===== src/design/akpt_pkg.sv =====
// shared types and constants of the accelerometer kalman position tracker
package akpt_pkg;

  localparam int unsigned CALIB_SAMPLES = 400;
  localparam int unsigned CNT_W         = 9;
  localparam int unsigned DIV_NUM_W     = 64;
  localparam int unsigned DIV_DEN_W     = 34;
  localparam int unsigned DIV_CNT_W     = 7;

  localparam logic [31:0] ONE_Q24      = 32'd16777216;
  localparam logic [31:0] Q_RESET      = 32'd167772;
  localparam logic [31:0] R_RESET      = 32'd105;
  localparam logic [17:0] CONV_NUM     = 18'd251136;
  localparam logic [33:0] CONV_DEN     = 34'd25;
  localparam logic [33:0] CAL_DEN      = 34'(25 * CALIB_SAMPLES);
  localparam logic [33:0] POS_DEN      = 34'd625;

  typedef enum logic [0:0] {
    REG_PROCESS_NOISE     = 1'b0,
    REG_MEASUREMENT_NOISE = 1'b1
  } cfg_reg_e;

  typedef struct packed {
    logic signed [15:0] raw_x;
    logic signed [15:0] raw_y;
    logic signed [15:0] raw_z;
    logic               read_ok;
  } in_item_t;

  typedef struct packed {
    logic signed [31:0] smooth_x;
    logic signed [31:0] smooth_y;
    logic signed [31:0] smooth_z;
    logic signed [63:0] position_x;
    logic signed [63:0] position_y;
    logic signed [63:0] position_z;
  } out_item_t;

  typedef struct packed {
    logic                 start;
    logic [DIV_NUM_W-1:0] num;
    logic [DIV_DEN_W-1:0] den;
  } div_req_t;

  typedef struct packed {
    logic                 done;
    logic [DIV_NUM_W-1:0] quot;
  } div_rsp_t;

endpackage


===== src/design/akpt_div.sv =====
// bit-serial restoring divider, one quotient bit per cycle
module akpt_div import akpt_pkg::*; (
  input  logic     clk_i,
  input  logic     rst_ni,
  input  div_req_t req_i,
  output div_rsp_t rsp_o
);

  logic [DIV_NUM_W-1:0] acc_q, acc_d;
  logic [DIV_DEN_W-1:0] rem_q, rem_d;
  logic [DIV_DEN_W-1:0] den_q, den_d;
  logic [DIV_CNT_W-1:0] cnt_q, cnt_d;
  logic                 done_q, done_d;
  logic [DIV_DEN_W:0]   rem_sh;
  logic                 qbit;

  always_comb begin
    rem_sh = {rem_q, acc_q[DIV_NUM_W-1]};
    qbit   = (rem_sh >= {1'b0, den_q});
    acc_d  = acc_q;
    rem_d  = rem_q;
    den_d  = den_q;
    cnt_d  = cnt_q;
    done_d = done_q;
    if (req_i.start) begin
      acc_d  = req_i.num;
      rem_d  = '0;
      den_d  = req_i.den;
      cnt_d  = DIV_CNT_W'(DIV_NUM_W);
      done_d = 1'b0;
    end else if (cnt_q != '0) begin
      rem_d = qbit ? DIV_DEN_W'(rem_sh - {1'b0, den_q}) : DIV_DEN_W'(rem_sh);
      acc_d = {acc_q[DIV_NUM_W-2:0], qbit};
      cnt_d = cnt_q - 1'b1;
      if (cnt_q == DIV_CNT_W'(1)) begin
        done_d = 1'b1;
      end
    end
  end

  always_ff @(posedge clk_i or negedge rst_ni) begin
    if (!rst_ni) begin
      cnt_q  <= '0;
      done_q <= 1'b0;
    end else begin
      cnt_q  <= cnt_d;
      done_q <= done_d;
    end
  end

  always_ff @(posedge clk_i) begin
    acc_q <= acc_d;
    rem_q <= rem_d;
    den_q <= den_d;
  end

  assign rsp_o.done = done_q;
  assign rsp_o.quot = acc_q;

endmodule


===== config.mk =====
export PLATFORM = sky130hd
export DESIGN_NAME = akpt_div
export DESIGN_NICKNAME = d
export VERILOG_FILES = /design/src/design/akpt_pkg.sv /design/src/design/akpt_div.sv
export SDC_FILE = /design/constraint.sdc
export NUM_CORES = 1
export LEC_CHECK = 0
export BUFFER_PORTS_ARGS = -buffer_cell sky130_fd_sc_hd__buf_2
export CORE_MARGIN = 1.5
export CORE_UTILIZATION = 55
export DETAILED_ROUTE_END_ITERATION = 8
export GPL_TIMING_DRIVEN = 0
export PLACE_DENSITY = 0.81
export SKIP_CTS_REPAIR_TIMING = 1
export SLEW_MARGIN = 5
export SYNTH_ARGS = -nofsm -noshare
export SYNTH_HDL_FRONTEND = slang
export SYNTH_SLANG_ARGS = --single-unit
export TNS_END_PERCENT = 10

===== constraint.sdc =====
create_clock -name clk_i -period 3.61 [get_ports clk_i]
set_input_delay 0.722 -clock clk_i [delete_from_list [all_inputs] [get_ports clk_i]]
set_output_delay 0.722 -clock clk_i [all_outputs]
set_load 0.05 [all_outputs]

# Word-level counts from Yosys, hierarchy flattened
# Index checks and enable logic that the tools add are counted.
# word_totals
register_bits	140
latchBits	0
ram_bits	0
rom_bits	0
in_bits	101
output_inout_bits	65
n_memories	0
# classes
addsub	2
n_mul	0
div_mod_pow	0
order_cmp	1
n_eq_ne	1
shifts	0
muxes	8
bitwise_logic	0
n_reduce_logical	4
# ops
cell	count
two-way mux 64 bit	2
greater-or-equal comparator 35 x 34 -> 1 bit	1
two-way mux 34 bit	1
subtractor 34 bit	1
two-way mux 7 bit	2
equality test 7 x 1 -> 1 bit (second input constant)	1
nonzero test 7 bit	1
subtractor 7 x 1 -> 7 bit (second input constant)	1
nonzero test 2 bit	2
two-way mux 1 bit	3
AND reduction 2 bit	1

# Longest topological paths before layout
# Gate-level depths: netlist (run 1).
# depth
depth_word	4
depth_mapped	12
depth_no_buf	12

# Worst setup path after synthesis (run 1)
# Ideal clock, no wire load.
# synth_path
path_type	reg-to-reg
from	register acc_q[63]
to	register rem_q[28]
setup_ns	0.074
arrival_time_ns	2.743
setup_slack_ns	0.793
stages_incl_launch_ff	13
path_cell_list	edfxtp_1 > inv_1 > ha_1 > inv_1 > fa_1 > nand3_1 > a211oi_1 > nor3_1 > a31oi_1 > a211oi_1 > o21ai_0 > xnor2_1 > o21ai_0
# synth_between
elab_chain_cells	2
word_cells_on_any_way	3
# synth_rtl
element	line	source
start: declaration	akpt_div.sv:9	logic [DIV_NUM_W-1:0] acc_q, acc_d;
start signal: assignment	akpt_div.sv:52	acc_q <= acc_d;
subtractor 34 bit / greater-or-equal comparator 35 x 34 -> 1 bit (equally long branches)	akpt_div.sv:32, akpt_div.sv:19	
two-way mux 34 bit *	akpt_div.sv:32	rem_d = qbit ? DIV_DEN_W'(rem_sh - {1'b0, den_q}) : DIV_DEN_W'(rem_sh);
end signal: assignment	akpt_div.sv:53	rem_q <= rem_d;
end: declaration	akpt_div.sv:10	logic [DIV_DEN_W-1:0] rem_q, rem_d;
# Mark *: on every way between the ends. The rest lies on a longest branch, timed or not.
# A chain may end at the register's enable or synchronous reset.

# Final worst setup path (run 1)
# layout_path
from	register acc_q[63]
to	register rem_q[32]
# The elaborated chain is that of the path after synthesis.

==> results of run 1 <==
[final cells by class]
class	instances	area share, %
buffer	31	1.505
clock buffer	21	4.925
clock inverter	11	1.300
inverter	45	1.847
multi-input combinational	455	36.95
sequential	140	41.81
tap	176	2.408
timing repair buffer	166	9.249
[per-layer routing]
| layer | wire length, um | GRT usage, % |
|---|---|---|
| met5 | 0 | 0 |
| met4 | 436 | 8.929 |
| met2 | 9223 | 46.44 |
| met3 | 1726 | 9.173 |
| met1 | 7671 | 33.10 |
[registers in the layout, indices dropped and copies added (netlist names)]
name	flops
acc_q	64
cnt_q	7
den_q	34
done_q	1
rem_q	34
[power groups by stage]
stage | combinational [uW] | sequential [uW] | clock, uW
after CTS | 3250 | 2430 | 1730
after detailed placement | 3230 | 2440 | 0
after global routing | 3580 | 2470 | 1800
after floorplan | 1980 | 2930 | 0
final | 3290 | 2430 | 1710
after global placement | 3180 | 2440 | 0
[per-stage QoR]
step	total power [uW]	util (%)	setup TNS, ns	setup slack [ns]
finish	7427	68.78	0	0.3262
global route	7850	68.78	0	0.1181
CTS	7411	68.78	0	0.4191
detailed placement	5669	64.50	0	0.2840
global placement	5620	64.35	-44.39	-0.6965
floorplan	4906	-	0	0.7927
[layout by cell type (no fill, tap or decap), drive strengths merged, types with 3 or more instances in the layout]
cell	count
xor2	18
nor3	21
xnor2	16
nand4	4
nand3	11
dfxtp	34
buf	175
a31oi	11
a32oi	4
o31ai	4
clkinv	5
inv	47
a21o	21
o211a	8
clkbuf	43
a21oi	30
a221oi	4
o21ai	31
a211oi	18
o21bai	4
edfxtp	98
o211ai	13
nand2b	5
nor2	47
mux2i	3
mux2	63
nand2	40
and3	7
a22o	8
a41oi	4
ha	36
dfrtp	8
[how the worst max path moves through the flow]
stage,cells after the start,slack [ns],startpoint,endpoint
after floorplan,12,0.79,acc_q[63]$_DFFE_PP_,rem_q[28]$_SDFFE_PP0P_
after global placement,4,-0.70,req_i[98],acc_q[8]$_DFFE_PP_
after detailed placement,5,0.28,req_i[98],acc_q[9]$_DFFE_PP_
after CTS,12,0.42,acc_q[63]$_DFFE_PP_,rem_q[32]$_SDFFE_PP0P_
after global routing,12,0.12,acc_q[63]$_DFFE_PP_,rem_q[32]$_SDFFE_PP0P_
final,12,0.33,acc_q[63]$_DFFE_PP_,rem_q[32]$_SDFFE_PP0P_
[worst max-delay path, stage by stage, from the launching register on]
cell and delay (ns):
edfxtp_1 0.41, inv_1 0.08, ha_1 0.16, inv_1 0.05, fa_1 0.42, nand3_1 0.16, a211oi_1 0.13, nor3_1 0.38
a31oi_1 0.20, a211oi_1 0.66, o21ai_0 0.25, xnor2_1 0.17, o21ai_0 0.09
[kinds of logic (layout without fill, tap and decap cells)]
family | Yosys count | in the layout
xor+xnor | 34 | 34
simple gates | 149 | 149
flops | 140 | 140
fa+ha+maj | 37 | 37
mux | 66 | 66
buf+inv | 76 | 274
compound gates | 169 | 169
==> impl_results.md, run 1 <==
- Initial core utilization: a little under three fifths
- Share of flip-flops with an asynchronous set or reset: 5.714%
- Syn. warnings: 0
- Pwr per Cell Area: slightly above 800 mW/mm2
- Fin. Hold Viols: 0
- Cells after DPL: 1013
- Post-synth EDFFs: 98
- Fillers: 1018
- Clk pin slew, worst setup/hold paths: approximately 0.060 ns
- N_diodes: 0
- Startpoint Class: flop
- Fraction of layout cells with a size suffix above 1: a little under a third
- Synth Register Bits: 140
- Fin area: around 0.009 mm2
- Seq. cell area: 0.003824 mm2
- Reg power frac: 32.7%
- Non-filler cells, final: about 1000
- DRC Markers: 0
- Comb power frac: between 40 and 50%
- Largest net degree at the start of global routing: 39
- Final Cycle Share: between 90% and 100%
- Root buf cell: clkbuf_16
- Mapped cell area: about 0.0075 mm2
- Reg-to-reg slack, setup: roughly 0.33 ns
- Post-Synth Adder-Cell Area: under 10%
- WL per Instance: 18.24 um
- Share of the synthesized area in the top cell type: about two fifths
- Fmax: around 300 MHz
- Detailed Route Iter0 Violations: approximately 460
- Most frequent cell after synthesis: edfxtp_1
- Antenna violations before repair: 0
- Die Width: roughly 120 um
- Max IR drop VDD: 0.0004531 V
- ANT nets after route: 0
- Kind of critical path: reg2reg
- Dpl cell area: around 0.0086 mm2
- Avg Cell Area, Syn: between 10 and 15 um2
- Setup repair after global routing missed its margin: no
- Clock Tree Buf Depth: 2
- Number of buffers created by CTS: 17
- Main synth FF type: edfxtp_1
- Post-Synthesis Cells: 671
- Worst Path Arrival: between 3 and 4 ns
- Via count: about 6000
- Crit. End Element: flop
- Largest family of logic cells by synthesized area: compound AO/OA/AOI/OAI gates
- FF-to-FF End: rem_q[32]$_SDFFE_PP0P_
- Vias per cell: between 5 and 6
- Dominant cells by area after synthesis: edfxtp_1 (39%), mux2_2 (9.4%), dfxtp_1 (9.1%)
- Simple-gate share of the synthesized area: 9.180%
- Slew Viols, Final: 0
- Net Sw Frac: 41.12%
- Worst Reg-to-Reg Cells: 12
- Final hold slack: about 0.13 ns
- Ports: 166
- Total GRT Usage: between 20% and 30%
- Internal power: roughly 4400 uW
- Die area: ~0.014 mm2
- Clock Power Share: between 20% and 30%
- Max cap viols: 0
- H-tree depth: 4
- Fin crit period: between 3 and 4 ns
- CTS tree: done
- Clock Sinks: between 100 and 150
- Distinct cell type count after synthesis: 55
- Compound-Gate Fraction of Synth Area: about 16%
- Worst-path maximum fanout: 4
- Grt ovf: 0
- Initial DRT Pass Iterations: 5
- Largest area contributor in the synthesized netlist: edfxtp_1
- Critical R2R Launch: acc_q[63]$_DFFE_PP_
- Xor/xnor cell area share of the yosys netlist: 3.965%
- Synth top cells by count: edfxtp_1 (98), mux2_2 (63), nor2_1 (47), inv_1 (45), nand2_1 (40)
- DRT Wirelength: about 19000 um
- Core area: 0.01330 mm2
- Nets: between 900 and 1000
- Routability Congestion: around 0.94
- Area occupied by multi-input gates: approximately 0.0034 mm2
- Number of port buffers: about 170
- Site row count: between 40 and 50
- Min-delay worst type: in2async
- Static leakage: 0.004142 uW
- Die Y: ~120 um
- Post-synthesis mux area share: about a tenth
- Worst Skew: 0.01153 ns
- Relative slew slack: between 40% and 50%
- Worst-Margin Slew: 0.8987 ns
- CP Data Required Time: approximately 4 ns
- Seq/Total Area, Yosys: 50.92%
- Status: completed
- Number of global-route vias before repair: between 6000 and 7000
- P_sw: between 3000 and 4000 uW
- Syn_nets: 809
- Final setup viols: 0
- Synth-to-layout area growth: 21.78%
- First-pass GRT wire length: between 30000 and 40000 um
- DPL Wire Length: about 14000 um
- Skew-Pair Late Insertion Delay: between 0.4 and 0.5 ns
Power figures use the tool's default switching activity.
==> inputs of run 2 (changes only) <==
--- a/config.mk
+++ b/config.mk
@@ -9,7 +9,8 @@
 export CORE_MARGIN = 1.5
 export CORE_UTILIZATION = 55
 export DETAILED_ROUTE_END_ITERATION = 8
-export GPL_TIMING_DRIVEN = 0
+export GPL_TIMING_DRIVEN = 1
+export HOLD_SLACK_MARGIN = 0.1
 export PLACE_DENSITY = 0.81
 export SKIP_CTS_REPAIR_TIMING = 1
 export SLEW_MARGIN = 5
==> impl_results.md, run 2 (synthesis gave the netlist of run 1 again) <==
- Status: completed
- Root buf cell: clkbuf_16
- Most frequent cells in the layout: buf_2 (164), edfxtp_1 (98), mux2_2 (63)
- Worst-path maximum fanout: 15 (+11)
- DPL Wire Length: 12670 um (-7.5%)
- Fin. Hold Viols: 0 (unchanged)
- Number of buffers created by CTS: 17 (unchanged)
- Worst Skew: 0.007648 ns (-0.003885 ns)
- Final setup viols: 0 (unchanged)
- Vias per cell: 5.738 (-0.30%)
- CP Data Required Time: 3.88 ns (-0.03 ns)
- Die area: 0.01436 mm2 (unchanged)
- Static leakage: 0.004135 uW (-0.16%)
- Ports: 166 (unchanged)
- Reg-to-reg slack, setup: 0.40 ns (+0.08 ns)
- Fin crit period: 3.205 ns (-0.07844 ns)
- Largest net degree at the start of global routing: 82 (+110%)
- Slew Viols, Final: 0 (unchanged)
- First-pass GRT wire length: 28360 um (-6.2%)
- Largest Register: acc_q
- Number of global-route vias before repair: 5789 (-3.9%)
- FF-to-FF End: rem_q[6]$_SDFFE_PP0P_
- Routability Congestion: 0.9264 (-1.6%)
- Min-delay worst type: in2async
- Initial core utilization: 56.48% (unchanged)
- DRC Markers: 0 (unchanged)
- Worst Path Arrival: 3.48 ns (-0.10 ns)
- Grt ovf: 0 (unchanged)
- Worst Reg-to-Reg Cells: 11 (-1)
- Antenna violations before repair: 0 (unchanged)
- Commonest non-fill, non-tap cell in the layout: buf_2
- ANT nets after route: 0 (unchanged)
- Number of port buffers: 165 (unchanged)
- Clock Tree Buf Depth: 2 (unchanged)
- Synth-to-layout area growth: 21.04%
- Crit path launch: den_q[10]$_DFFE_PP_
- Crit. End Element: flop
- Nets: 970 (-2.4%)
- Worst-Margin Slew: 1.069 ns (+0.1700 ns)
- Startpoint Class: flop
- Final Cycle Share: 88.79% (-2.2 points)
- Fillers: 988 (-2.9%)
- CTS tree: done
- Cells after DPL: 989 (-2.4%)
- Final hold slack: 0.1272 ns (+0.00002500 ns)
- Non-filler cells, final: 1021 (-2.3%)
- Detailed Route Iter0 Violations: 479 (+4.4%)
- Kind of critical path: reg2reg
- Setup repair after global routing missed its margin: no
- Max IR drop VDD: 0.0005948 V (+31%)
- Fmax: 312.0 MHz (+2.4%)
- Max reg flops: 64 (unchanged)
- N_diodes: 0 (unchanged)
- Die Width: 119.9 um (unchanged)
- Core area: 0.01330 mm2 (unchanged)
- Fraction of layout cells with a size suffix above 1: 32.31% (+1.1 points)
- Clock Sinks: 140 (unchanged)
- Pwr per Cell Area: 813.0 mW/mm2 (+0.11%)
- Site row count: 42 (unchanged)
- Skew-Pair Late Insertion Delay: 0.43 ns (about the same)
- Total GRT Usage: 25.35% (-2.1 points)
- Clk pin slew, worst setup/hold paths: 0.06 ns (about the same)
- Relative slew slack: 28.49% (-12 points)
- H-tree depth: 4 (unchanged)
- WL per Instance: 17.60 um (-3.5%)
- Die Y: 119.9 um (unchanged)
- Critical R2R Launch: den_q[10]$_DFFE_PP_
- DRT Wirelength: 17970 um (-5.7%)
- Final setup TNS: 0 ns (unchanged)
- Top flop regs: acc_q x64, den_q x34, rem_q x34
- Max cap viols: 0 (unchanged)
- End of the critical path: rem_q[6]$_SDFFE_PP0P_
- Via count: 5859 (-2.6%)
- Initial DRT Pass Iterations: 5 (unchanged)
==> run 2: worst min-delay path by stage <==
stage | from | slack (ns) | cells after the start | end
2_1_floorplan | rst_ni | 0.43 | 0 | cnt_q[0]$_DFFE_PN0P_
3_3_place_gp | done_q$_DFFE_PN0P_ | 0.49 | 2 | done_q$_DFFE_PN0P_
3_5_place_dp | rem_q[15]$_SDFFE_PP0P_ | 0.50 | 2 | rem_q[15]$_SDFFE_PP0P_
4_1_cts | rst_ni | 0.11 | 1 | done_q$_DFFE_PN0P_
5_1_grt | rst_ni | 0.13 | 1 | done_q$_DFFE_PN0P_
6_report | rst_ni | 0.13 | 1 | cnt_q[3]$_DFFE_PN0P_
==> run 2: critical path, stage by stage, from the launching register on <==
cell,delay (ns)
edfxtp_1,0.36
inv_1,0.08
ha_1,0.29
a21oi_1,0.24
o21ai_1,0.12
a221oi_2,0.38
a31oi_4,0.21
a311oi_4,0.69
buf_4,0.32
nor2_1,0.07
a211oi_1,0.20
nor3_1,0.08
==> run 2: cell type report <==
cell class	count	area [um2]	area share (%)
clock buffers	17	425.4	4.680
clock inverters	15	160.2	1.762
inverters	45	168.9	1.858
multi-input cells	455	3391	37.30
flip-flops and latches	140	3824	42.06
well taps	176	220.2	2.423
repair buffers	173	900.9	9.911
==> run 2: report_power, final <==
group          switching, uW  internal [uW]
Sequential               276           2160
Combinational           2040           1170
Clock                    719           1030
Total                   3030           4360
==> run 2: through the flow <==
step	setup WS [ns]	instance area (um2)	power [uW]	utilization, %
after floorplan	0.7927	7510	4906	-
after global placement	0.5928	8504	5508	63.97
after detailed placement	0.4953	8504	5607	63.97
after CTS	0.4462	9090	7387	68.37
after global routing	0.1905	9090	7799	68.37
final	0.4047	9090	7391	68.37
==> run 2: metal layers <==
layer,global-route usage (%),share of wire [%],vias up
li1,-,-,2812
met1,31.12,42,2770
met2,41.67,48,244
met3,8.127,8.3,33
met4,9.970,1.9,0
met5,0,0,-
==> inputs of run 3 (changes only) <==
--- a/config.mk
+++ b/config.mk
@@ -11,6 +11,7 @@
 export DETAILED_ROUTE_END_ITERATION = 8
 export GPL_TIMING_DRIVEN = 1
 export HOLD_SLACK_MARGIN = 0.1
+export MAX_ROUTING_LAYER = met4
 export PLACE_DENSITY = 0.81
 export SKIP_CTS_REPAIR_TIMING = 1
 export SLEW_MARGIN = 5
==> impl_results.md, run 3 (synthesis gave the netlist of run 1 again) <==
- Nets: 971 (+0.10%)
- Ports: 166 (unchanged)
- Clock Tree Buf Depth: 2 (unchanged)
- Fmax: 301.4 MHz (-3.4%)
- CTS tree: done
- Kind of critical path: reg2reg
- Max reg flops: 64 (unchanged)
- Vias per cell: 5.726 (-0.21%)
- Worst-Margin Slew: 1.221 ns (+0.1520 ns)
- Antenna violations before repair: 1 (+1)
- Critical R2R Launch: acc_q[63]$_DFFE_PP_
- Die Y: 119.9 um (unchanged)
- Met1 Usage GRT: 32.27% (+1.1 points)
- Clk pin slew, worst setup/hold paths: 0.06 ns (about the same)
- Number of global-route vias before repair: 5687 (-1.8%)
- Crit. End Element: flop
- Dpl ws: 0.3884 ns (-0.1069 ns)
- Largest net degree at the start of global routing: 74 (-9.8%)
- Seq. cell area: 0.003824 mm2 (unchanged)
- Grt ovf: 0 (unchanged)
- First-pass GRT wire length: 28120 um (-0.83%)
- Most frequent cells in the layout: buf_2 (164), edfxtp_1 (98), mux2_2 (63)
- Clock Sinks: 140 (unchanged)
- Worst-path maximum fanout: 4 (-11)
- Fin. Hold Viols: 0 (unchanged)
- Synth-to-layout area growth: 20.76%
- Final Cycle Share: 91.90% (+3.1 points)
- Fin area: 0.009069 mm2 (-0.23%)
- Fraction of layout cells with a size suffix above 1: 32.51% (+0.20 points)
- Total GRT Usage: 25.85% (+0.50 points)
- Die area: 0.01436 mm2 (unchanged)
- Skew-Pair Late Insertion Delay: 0.42 ns (about the same)
- Layer with the highest usage: met2
- Dpl cell area: 0.008512 mm2 (about the same)
- Status: completed
- Top flop regs: acc_q x64, den_q x34, rem_q x34
- Initial core utilization: 56.48% (unchanged)
- Min-delay worst type: in2async
- Die Width: 119.9 um (unchanged)
- CP Data Required Time: 3.91 ns (+0.03 ns)
- Final setup TNS: 0 ns (unchanged)
- Area occupied by multi-input gates: 0.003391 mm2 (unchanged)
- Pwr per Cell Area: 800.9 mW/mm2 (-1.5%)
- Final setup viols: 0 (unchanged)
- Relative slew slack: 18.32% (-10 points)
- Worst Skew: 0.008620 ns (+0.0009720 ns)
- Max cap viols: 0 (unchanged)
- Routability Congestion: 0.9347 (+0.90%)
- Startpoint Class: flop
- Via count: 5858 (-0.017%)
- ANT nets after route: 0 (unchanged)
- Grt met2 use: 41.70% (about the same)
- Initial DRT Pass Iterations: 5 (unchanged)
- Core area: 0.01330 mm2 (unchanged)
- DRC Markers: 0 (unchanged)
- DRT Wirelength: 17680 um (-1.6%)
- Crit path launch: acc_q[63]$_DFFE_PP_
- Root buf cell: clkbuf_16
- Fin crit period: 3.318 ns (+0.1122 ns)
- Commonest non-fill, non-tap cell in the layout: buf_2
- H-tree depth: 4 (unchanged)
- Crit path max-delay cell type: a211oi_1
- M3 GR Usage: 7.462% (-0.67 points)
- Setup repair after global routing missed its margin: no
- WL per Instance: 17.28 um (-1.8%)
- Final WS setup: 0.2924 ns (-0.1122 ns)
- Worst Path Arrival: 3.62 ns (+0.14 ns)
- DPL Wire Length: 12810 um (+1.1%)
- Final hold slack: 0.1313 ns (+0.004185 ns)
- Max IR drop VDD: 0.0004917 V (-17%)
- Fillers: 973 (-1.5%)
- Number of buffers created by CTS: 17 (unchanged)
- Largest Register: acc_q
- Site row count: 42 (unchanged)
- Number of port buffers: 165 (unchanged)
- CP max stage delay: 0.63 ns (-0.06 ns)
- Slew Viols, Final: 0 (unchanged)
- Cell Chain, Critical Path: inv_1, ha_1, inv_1, fa_1, nand3_1, a211oi_1, nor3_1, a31oi_1, a211oi_1, o21ai_0, xnor2_1, o21ai_0
- Static leakage: 0.004113 uW (-0.53%)
- Detailed Route Iter0 Violations: 478 (-0.21%)
## run 3: changes by cell type in the layout (fill, tap and decap cells not counted), moves of 2 or more
| cell | change |
|---|---|
| inv_6 | -3 |
| clkinv_4 | -2 |
| bufinv_16 | -2 |
| clkinv_1 | -2 |
| clkinvlp_4 | +4 |
| clkbuf_8 | +3 |
## run 3: critical path: cells and delay by family (launching register included)
family / cells / cell delay (ns)
flip-flops: 1 / 0.41
buffers and inverters: 2 / 0.13
AO/OA/AOI/OAI: 5 / 1.29
AND/OR/NAND/NOR: 2 / 0.58
XOR/XNOR: 1 / 0.20
adder cells (fa/ha/maj): 2 / 0.57
## run 3: power breakdown
part	switching, uW	internal [uW]	leakage [uW]
clock	698	938	0.000262
combinational	2020	1170	0.00246
sequential	274	2150	0.00139
total	3000	4270	0.00411
## run 3: cell type report
class | instances | share of cell area, %
sequential | 140 | 42.16
inverter | 45 | 1.863
tap | 176 | 2.428
clock inverter | 11 | 0.9244
antenna | 1 | 0.02759
clock buffer | 21 | 5.188
multi-input combinational | 455 | 37.39
timing repair buffer | 174 | 10.02
## run 3: path summary, 6_finish.rpt
| kind | to | slack [ns] | cells after the start |
|---|---|---|---|
| worst max-delay path | rem_q[28]$_SDFFE_PP0P_ | 0.29 | 12 |
| worst min-delay path | cnt_q[3]$_DFFE_PN0P_ | 0.13 | 1 |
| worst max register to register | rem_q[28]$_SDFFE_PP0P_ | 0.29 | 12 |
| worst min register to register | done_q$_DFFE_PN0P_ | 0.51 | 2 |
| max in group asynchronous | cnt_q[2]$_DFFE_PN0P_ | 3.31 | 1 |
| min in group clk_i | den_q[1]$_DFFE_PP_ | 0.47 | 1 |
## run 3: layer usage
| layer | share of wire [%] | up-vias |
|---|---|---|
| met2 | 48 | 235 |
| li1 | - | 2823 |
| met3 | 8.2 | 19 |
| met5 | 0 | - |
| met4 | 1.3 | 0 |
| met1 | 42 | 2781 |
## run 3: through the flow
stage | utilization [%] | instances | total power, uW
after floorplan | - | 671 | 4906
after global placement | 64.02 | 990 | 5514
after detailed placement | 64.02 | 990 | 5607
after CTS | 68.19 | 1022 | 7263
after global routing | 68.21 | 1023 | 7688
final | 68.21 | 1023 | 7263
